$ cat src/hdl/bad_pkg.sv
package bad_pkg;

  // Bus function codes
  localparam logic [1:0] FUNC_READ     = 2'd0;
  localparam logic [1:0] FUNC_PEEK     = 2'd1;
  localparam logic [1:0] FUNC_WRITE    = 2'd2;
  localparam logic [1:0] FUNC_REGISTER = 2'd3;

  // Result target codes
  localparam logic [2:0] TGT_RAM      = 3'd0;
  localparam logic [2:0] TGT_ROM      = 3'd1;
  localparam logic [2:0] TGT_DEVICE   = 3'd2;
  localparam logic [2:0] TGT_UNMAPPED = 3'd3;
  localparam logic [2:0] TGT_REGISTER = 3'd4;

  localparam logic [31:0] ROM_BASE = 32'h0200_0000;

  localparam int ADDR_W  = 32;
  localparam int DATA_W  = 16;
  localparam int LEN_W   = 8;
  localparam int KIND_W  = 8;
  localparam int SEL_W   = 8;
  localparam int TGT_W   = 3;
  localparam int FUNC_W  = 2;
  localparam int LIMIT_W = 17;

  localparam logic [LIMIT_W-1:0] RAM_LIMIT_RESET = 17'h1_0000;

  // Controller -> datapath
  typedef struct packed {
    logic clear_step;
    logic load;
    logic decode;
    logic scan_step;
    logic finish;
  } cmd_t;

  // Datapath -> controller
  typedef struct packed {
    logic clear_last;
    logic need_scan;
    logic scan_done;
    logic out_free;
  } status_t;

endpackage

$ cat src/hdl/bad_ctrl.sv
module bad_ctrl import bad_pkg::*; (
  input  logic    clk,
  input  logic    rst,
  input  logic    in_valid,
  output logic    in_ready,
  input  status_t status,
  output cmd_t    cmd
);

  localparam logic [2:0] S_CLEAR  = 3'd0;
  localparam logic [2:0] S_IDLE   = 3'd1;
  localparam logic [2:0] S_DECODE = 3'd2;
  localparam logic [2:0] S_SCAN   = 3'd3;
  localparam logic [2:0] S_FINISH = 3'd4;

  logic [2:0] state;
  logic [2:0] state_next;

  always_comb begin
    state_next = state;
    cmd        = '0;
    in_ready   = (state == S_IDLE);
    unique case (state)
      S_CLEAR: begin
        cmd.clear_step = 1'b1;
        if (status.clear_last) state_next = S_IDLE;
      end
      S_IDLE: begin
        if (in_valid) begin
          cmd.load   = 1'b1;
          state_next = S_DECODE;
        end
      end
      S_DECODE: begin
        cmd.decode = 1'b1;
        state_next = status.need_scan ? S_SCAN : S_FINISH;
      end
      S_SCAN: begin
        if (status.scan_done) begin
          state_next = S_FINISH;
        end else begin
          cmd.scan_step = 1'b1;
        end
      end
      S_FINISH: begin
        if (status.out_free) begin
          cmd.finish = 1'b1;
          state_next = S_IDLE;
        end
      end
      default: state_next = S_IDLE;
    endcase
  end

  always_ff @(posedge clk) begin
    if (rst) begin
      state <= S_CLEAR;
    end else begin
      state <= state_next;
    end
  end

  a_accept_to_decode: assert property (@(posedge clk) disable iff (rst)
    in_valid && in_ready |=> state == S_DECODE)
    else $error("accepted beat did not start decode");

  a_finish_needs_slot: assert property (@(posedge clk) disable iff (rst)
    cmd.finish |-> status.out_free && state == S_FINISH)
    else $error("result loaded while output slot busy");

endmodule

$ cat config.mk
export PLATFORM = sky130hd
export DESIGN_NAME = bad_ctrl
export DESIGN_NICKNAME = d
export VERILOG_FILES = /design/src/hdl/bad_pkg.sv /design/src/hdl/bad_ctrl.sv
export SDC_FILE = /design/constraint.sdc
export NUM_CORES = 1
export LEC_CHECK = 0
export BUFFER_PORTS_ARGS = -buffer_cell sky130_fd_sc_hd__buf_4
export CAP_MARGIN = 30
export CORE_AREA = 10 10 47 49
export DETAILED_ROUTE_END_ITERATION = 8
export DIE_AREA = 0 0 57 59
export GPL_TIMING_DRIVEN = 0
export SLEW_MARGIN = 40
export SYNTH_ARGS = -nofsm -noshare
export SYNTH_HDL_FRONTEND = slang
export SYNTH_SLANG_ARGS = --single-unit
export TNS_END_PERCENT = 50
$ cat constraint.sdc
create_clock -name clk -period 1.51 [get_ports clk]
set_clock_uncertainty 0.2 [all_clocks]
set_input_delay 0.302 -clock clk [delete_from_list [all_inputs] [get_ports clk]]
set_output_delay 0.302 -clock clk [all_outputs]
set_load 0.02 [all_outputs]
==> results_dict.tcl, run 1 <==
set metrics [dict create \
    num_vias 301 \
    grt_antenna_before_repair 0 \
    gr-total-overflow 0 \
    synth-seq-area-share 0.253 \
    cts_buffer_depth 2 \
    cts.sinks 3 \
    p_int_uw 309 \
    synth_fp_nets 36 \
    hp-class "in -> reg" \
    synthFlopType "dfxtp_1" \
    p_seq_frac 0.208 \
    required_ps 1010 \
    coreArea_mm2 0.00140 \
    comb_power_share 0.490 \
    power.static_leakage_uw 0.000207 \
    finalWorstSetupSlack_ps -97.0 \
    dr.pass1.iters 2 \
    slew_headroom 0.810 \
    yosys_warnings 0 \
    fillers 160 \
    finalCritPeriodShare 1.06 \
    fin_crit_ps 1610 \
    pwr-share-clk 0.302 \
    final_core_util 0.323 \
    crit_arrival_ps 1110 \
    route.detailed.drc 0 \
    port_buffers 12 \
    clkTransAtPathRegs_ps 40 \
    finalNonFillerCells 66 \
    antenna_cells 0 \
    tns_ps -391 \
    grt_pass1_wl_um 1240 \
    regMostFlops "state" \
    globalplace.congestion 0.801 \
    syn_area_per_cell_um2 8.20 \
    powerDensity_mw_per_mm2 1070 \
    grt_max_degree 11 \
    critPathCaptureType "output port" \
    setup_viol 6 \
    root_buffer "clkbuf_4" \
    die_w_um 57 \
    wl_per_cell_um 12.7 \
    fmax_mhz 622 \
    syn2layout_area_growth_pct 90.5 \
    synthTopCellsByArea "dfxtp_1, nor2_1, nor4b_2" \
    drt-total-wl_um 836 \
    async_reset_ff_frac 0 \
    drive_gt1_frac 0.620 \
    yosysTopAreaCell "dfxtp_1" \
    numCtsBuffers 3 \
    violations "setup timing" \
    path_cells "buf_4, nor2_4, and3_1, buf_6" \
    status "complete, but fails checks" \
    syn_inst 29 \
    htreeDepth 1 \
    swShare 0.360 \
    p_total_uw 483 \
    start_util 0.170 \
    grt_setup_unrepaired "yes" \
    synth_common_cells "nor2_1, dfxtp_1" \
    grtUsageTotal 0.0501 \
    critPathMaxFanout 6 \
    worstMarginPinSlew_ps 284 \
    layout.nets 58 \
    synth_seq_cells 3 \
    avgViaCountPerCell 4.56 \
    p_switching_uw 174 \
    ant_nets 0 \
    netlist.area_leader.share 0.253 \
    top_regs "state x3" \
    hpwlAfterDp_um 544 \
    largest_register_ffs 3 \
    cpPeakStageDelay_ps 350 \
    maxSlewViolCount 0 \
    first_iter_violations 6 \
    chipHeight_um 59 \
    design.die.area_mm2 0.00336 \
    crit_type "reg -> out" \
    maxCapViolCount 0 \
    ios 13 \
    synth_edf_count 0 \
    grt_pass1_vias 310 \
    ir_worst_vdd_uv 332 \
    synth_most_common_cell "nor2_1" \
    start_kind "flop" \
    crit_slowest_cell "dfxtp_4" \
    ys_types 19 \
    finalHoldViolCount 0 \
    netlist_area_um2 238 \
    hold_ws_ps 34.1 \
    cts_tree "built" \
    insertion_delay_ps 240 \
    num_rows 14 \
    placed_cells 57 \
]
-- power by group through the flow --
stage	combinational [uW]	sequential [uW]	clock (uW)
3_5_place_dp	195	99.0	0
4_1_cts	229	100	151
6_report	237	101	146
2_1_floorplan	131	97.2	0
3_3_place_gp	194	98.6	0
5_1_grt	252	102	164
-- metrics by stage --
step	setup slack [ps]	instance area (um^2)
after floorplan	32.6	244
after global placement	22.9	354
after detailed placement	19.9	354
after CTS	-117	442
after global routing	-150	453
final	-97.0	453
-- cells by family after synthesis --
| logic type | Yosys count | share of synthesized area |
|---|---|---|
| buffers and inverters | 4 | 0.111 |
| AO/OA/AOI/OAI | 7 | 0.200 |
| flip-flops | 3 | 0.253 |
| multiplexers | 1 | 0.0421 |
| AND/OR/NAND/NOR | 14 | 0.395 |
-- what timing repair did --
item,4_1_cts,5_1_grt
endpoints found under the setup margin,6,8
setup buffers,3,1
cloned,1,0
pin swaps,3,0
hold buffers,0,0
gates resized for setup,10,1
-- final timing paths --
check                        start                    end  slack (ps)  cells after the start
max          state[2]$_SDFFE_PP0P_                 cmd[3]        -100                      4
min                            rst  state[2]$_SDFFE_PP0P_          30                      2
max reg2reg  state[0]$_SDFFE_PP0P_  state[0]$_SDFFE_PP0P_          20                      6
min reg2reg  state[0]$_SDFFE_PP0P_  state[0]$_SDFFE_PP0P_         460                      3
-- critical path: cells and delay by family (launching register included) --
family	cells	cell delay (ps)
flip-flops	1	350
buffers and inverters	2	260
AND/OR/NAND/NOR	2	260
-- per-layer routing --
layer | GRT usage | share of wire | up-vias
li1 | - | - | 152
met1 | 0.0355 | 0.36 | 139
met2 | 0.0806 | 0.52 | 10
met3 | 0.0536 | 0.12 | 0
met4 | 0.0302 | 0 | 0
met5 | 0 | 0 | -
-- final cells by class --
class	count	area, um^2	area share
inverter	2	7.51	0.0166
timing repair buffer	17	133	0.293
sequential	3	65.1	0.144
tap	16	20.0	0.0442
buffer	2	22.5	0.0497
multi-input combinational	22	179	0.395
clock buffer	4	26.3	0.0580
-- layout by cell type, fill, tap and decap left out --
cell | netlist | layout
buf_4 | 1 | 14
buf_6 | 1 | 4
nor2_1 | 4 | 3
clkbuf_4 | 0 | 3
and3_1 | 2 | 2
o21ai_0 | 2 | 2
a31oi_1 | 2 | 2
inv_2 | 0 | 1
inv_1 | 2 | 1
nor3_2 | 0 | 1
and4bb_1 | 1 | 1
nor4b_4 | 0 | 1
nor2_4 | 0 | 1
nor3_1 | 2 | 1
mux2i_1 | 1 | 1
nor4b_2 | 1 | 1
a211oi_2 | 1 | 1
or2b_2 | 1 | 1
a21oi_1 | 1 | 1
a211oi_1 | 1 | 1
nand2_1 | 1 | 1
nand3b_1 | 1 | 1
clkbuf_1 | 0 | 1
buf_2 | 0 | 1
dfxtp_2 | 0 | 1
dfxtp_1 | 3 | 1
dfxtp_4 | 0 | 1
(Power assumes the default switching activity.)
==> run 2: changes to the inputs <==
Clock period 1.51 ns to 1.95 ns, I/O delays scaled along.
==> run 2 against run 1 <==
Against the previous run:
- the run now ends clean
- combinational power decreased by 37%
- via count decreased by 11%
- power fell by 31%
- hold slack better by 87 ps
- first-iteration DRC count fell by 17%
- flip-flop and latch count unchanged
- critical path type unchanged
==> results_dict.tcl, run 2 (synthesis results as in run 1) <==
set metrics [dict create \
    insertion_delay_ps 230 \
    finalNonFillerCells 61 \
    crit_arrival_ps 1190 \
    maxCapViolCount 0 \
    pwr-share-clk 0.326 \
    num_rows 14 \
    grt_pass1_vias 259 \
    tns_ps 0 \
    coreArea_mm2 0.00140 \
    wl_per_cell_um 11.7 \
    swShare 0.349 \
    chipHeight_um 59 \
    grt_setup_unrepaired "no" \
    syn2layout_area_growth_pct 57.9 \
    route.detailed.drc 0 \
    wl_met1_um 286 \
    grt_max_degree 11 \
    top_regs "state x3" \
    htreeDepth 1 \
    power.static_leakage_uw 0.000166 \
    cts_tree "built" \
    numCtsBuffers 3 \
    port_buffers 12 \
    layout_common_cells "buf_4, nor2_1, clkbuf_4" \
    root_buffer "clkbuf_4" \
    crit_slowest_cell "dfxtp_2" \
    slew_headroom 0.805 \
    cts.sinks 3 \
    setup_viol 0 \
    globalplace.congestion 0.793 \
    ir_worst_vdd_uv 359 \
    layout_commonest_cell "buf_4" \
    layout.nets 53 \
    finalHoldViolCount 0 \
    drive_gt1_frac 0.467 \
    largest_register_ffs 3 \
    dr_wl_met3_um 105 \
    ant_nets 0 \
    dr.pass1.iters 2 \
    required_ps 1360 \
    comb_power_share 0.446 \
    maxSlewViolCount 0 \
    gr-total-overflow 0 \
    drt-total-wl_um 713 \
    critPathCaptureType "output port" \
    grt_pass1_wl_um 1080 \
    start_kind "flop" \
    p_switching_uw 116 \
    fin_crit_ps 1780 \
    final_area_um2 375 \
    status "complete, no violations" \
    critPathBufInv 2 \
    regMostFlops "state" \
    crit_type "reg -> out" \
    first_iter_violations 5 \
    p_seq_frac 0.228 \
    hold_ws_ps 121 \
    postPlaceCellArea_um2 348 \
    finalWorstSetupSlack_ps 168 \
    p_int_uw 217 \
    num_vias 269 \
    wl_met2_um 320 \
    hpwlAfterDp_um 546 \
    path_cells "inv_1, nor4b_1, buf_4" \
    ios 13 \
    crit_family "flip-flops" \
    die_w_um 57 \
    antenna_cells 0 \
    grt_antenna_before_repair 0 \
    cpPeakStageDelay_ps 370 \
    post-place-ws_ps 314 \
    avgViaCountPerCell 4.41 \
    design.die.area_mm2 0.00336 \
    critPathMaxFanout 7 \
    placed_cells 57 \
    clkTransAtPathRegs_ps 40 \
    cts_buffer_depth 2 \
    finalCritPeriodShare 0.914 \
    start_util 0.170 \
    powerDensity_mw_per_mm2 887 \
    grtUsageTotal 0.0402 \
    hp-class "in -> reg" \
    fmax_mhz 561 \
    route.top_layer_used "met3" \
    worstMarginPinSlew_ps 292 \
]
run 2: what timing repair did:
| item | CTS | global route |
|---|---|---|
| gates resized for setup | 0 | 1 |
| hold buffers | 0 | 0 |
| setup endpoints to repair | 0 | 1 |
| setup buffers | 0 | 0 |
run 2: area by class of cell:
cell class | instances | area, um^2
fillers | 172 | 1030
inverters | 2 | 7.51
flip-flops and latches | 3 | 61.3
plain buffers | 2 | 18.8
well taps | 16 | 20.0
repair buffers | 12 | 90.1
multi-input cells | 22 | 151
clock buffers | 4 | 26.3
run 2: final timing paths:
check                                            from                     to  slack [ps]  cells past startpoint
worst min-delay path                              rst  state[2]$_SDFFE_PP0P_         120                      2
worst min register to register  state[2]$_SDFFE_PP0P_  state[0]$_SDFFE_PP0P_         400                      2
worst max register to register  state[1]$_SDFFE_PP0P_  state[1]$_SDFFE_PP0P_         490                      5
worst max-delay path            state[2]$_SDFFE_PP0P_                 cmd[0]         170                      3
run 2: per-stage QoR:
stage	util	total power [uW]
final	0.268	333
after global routing	0.268	358
after CTS	0.267	343
after detailed placement	0.248	226
after global placement	0.248	225
after floorplan	-	175
run 2: metal layers:
metal | up-vias | track usage
met4 | 0 | 0.0302
met1 | 121 | 0.0404
met2 | 8 | 0.0558
met3 | 0 | 0.0300
li1 | 140 | -
met5 | - | 0
run 2: power by group through the flow:
| stage | Combinational, uW | Sequential (uW) | Clock [uW] |
|---|---|---|---|
| 3_3_place_gp | 149 | 76.3 | 0 |
| 5_1_grt | 161 | 77.2 | 120 |
| 2_1_floorplan | 99.7 | 75.3 | 0 |
| 4_1_cts | 150 | 76.0 | 117 |
| 3_5_place_dp | 149 | 76.9 | 0 |
| 6_report | 149 | 76.1 | 108 |
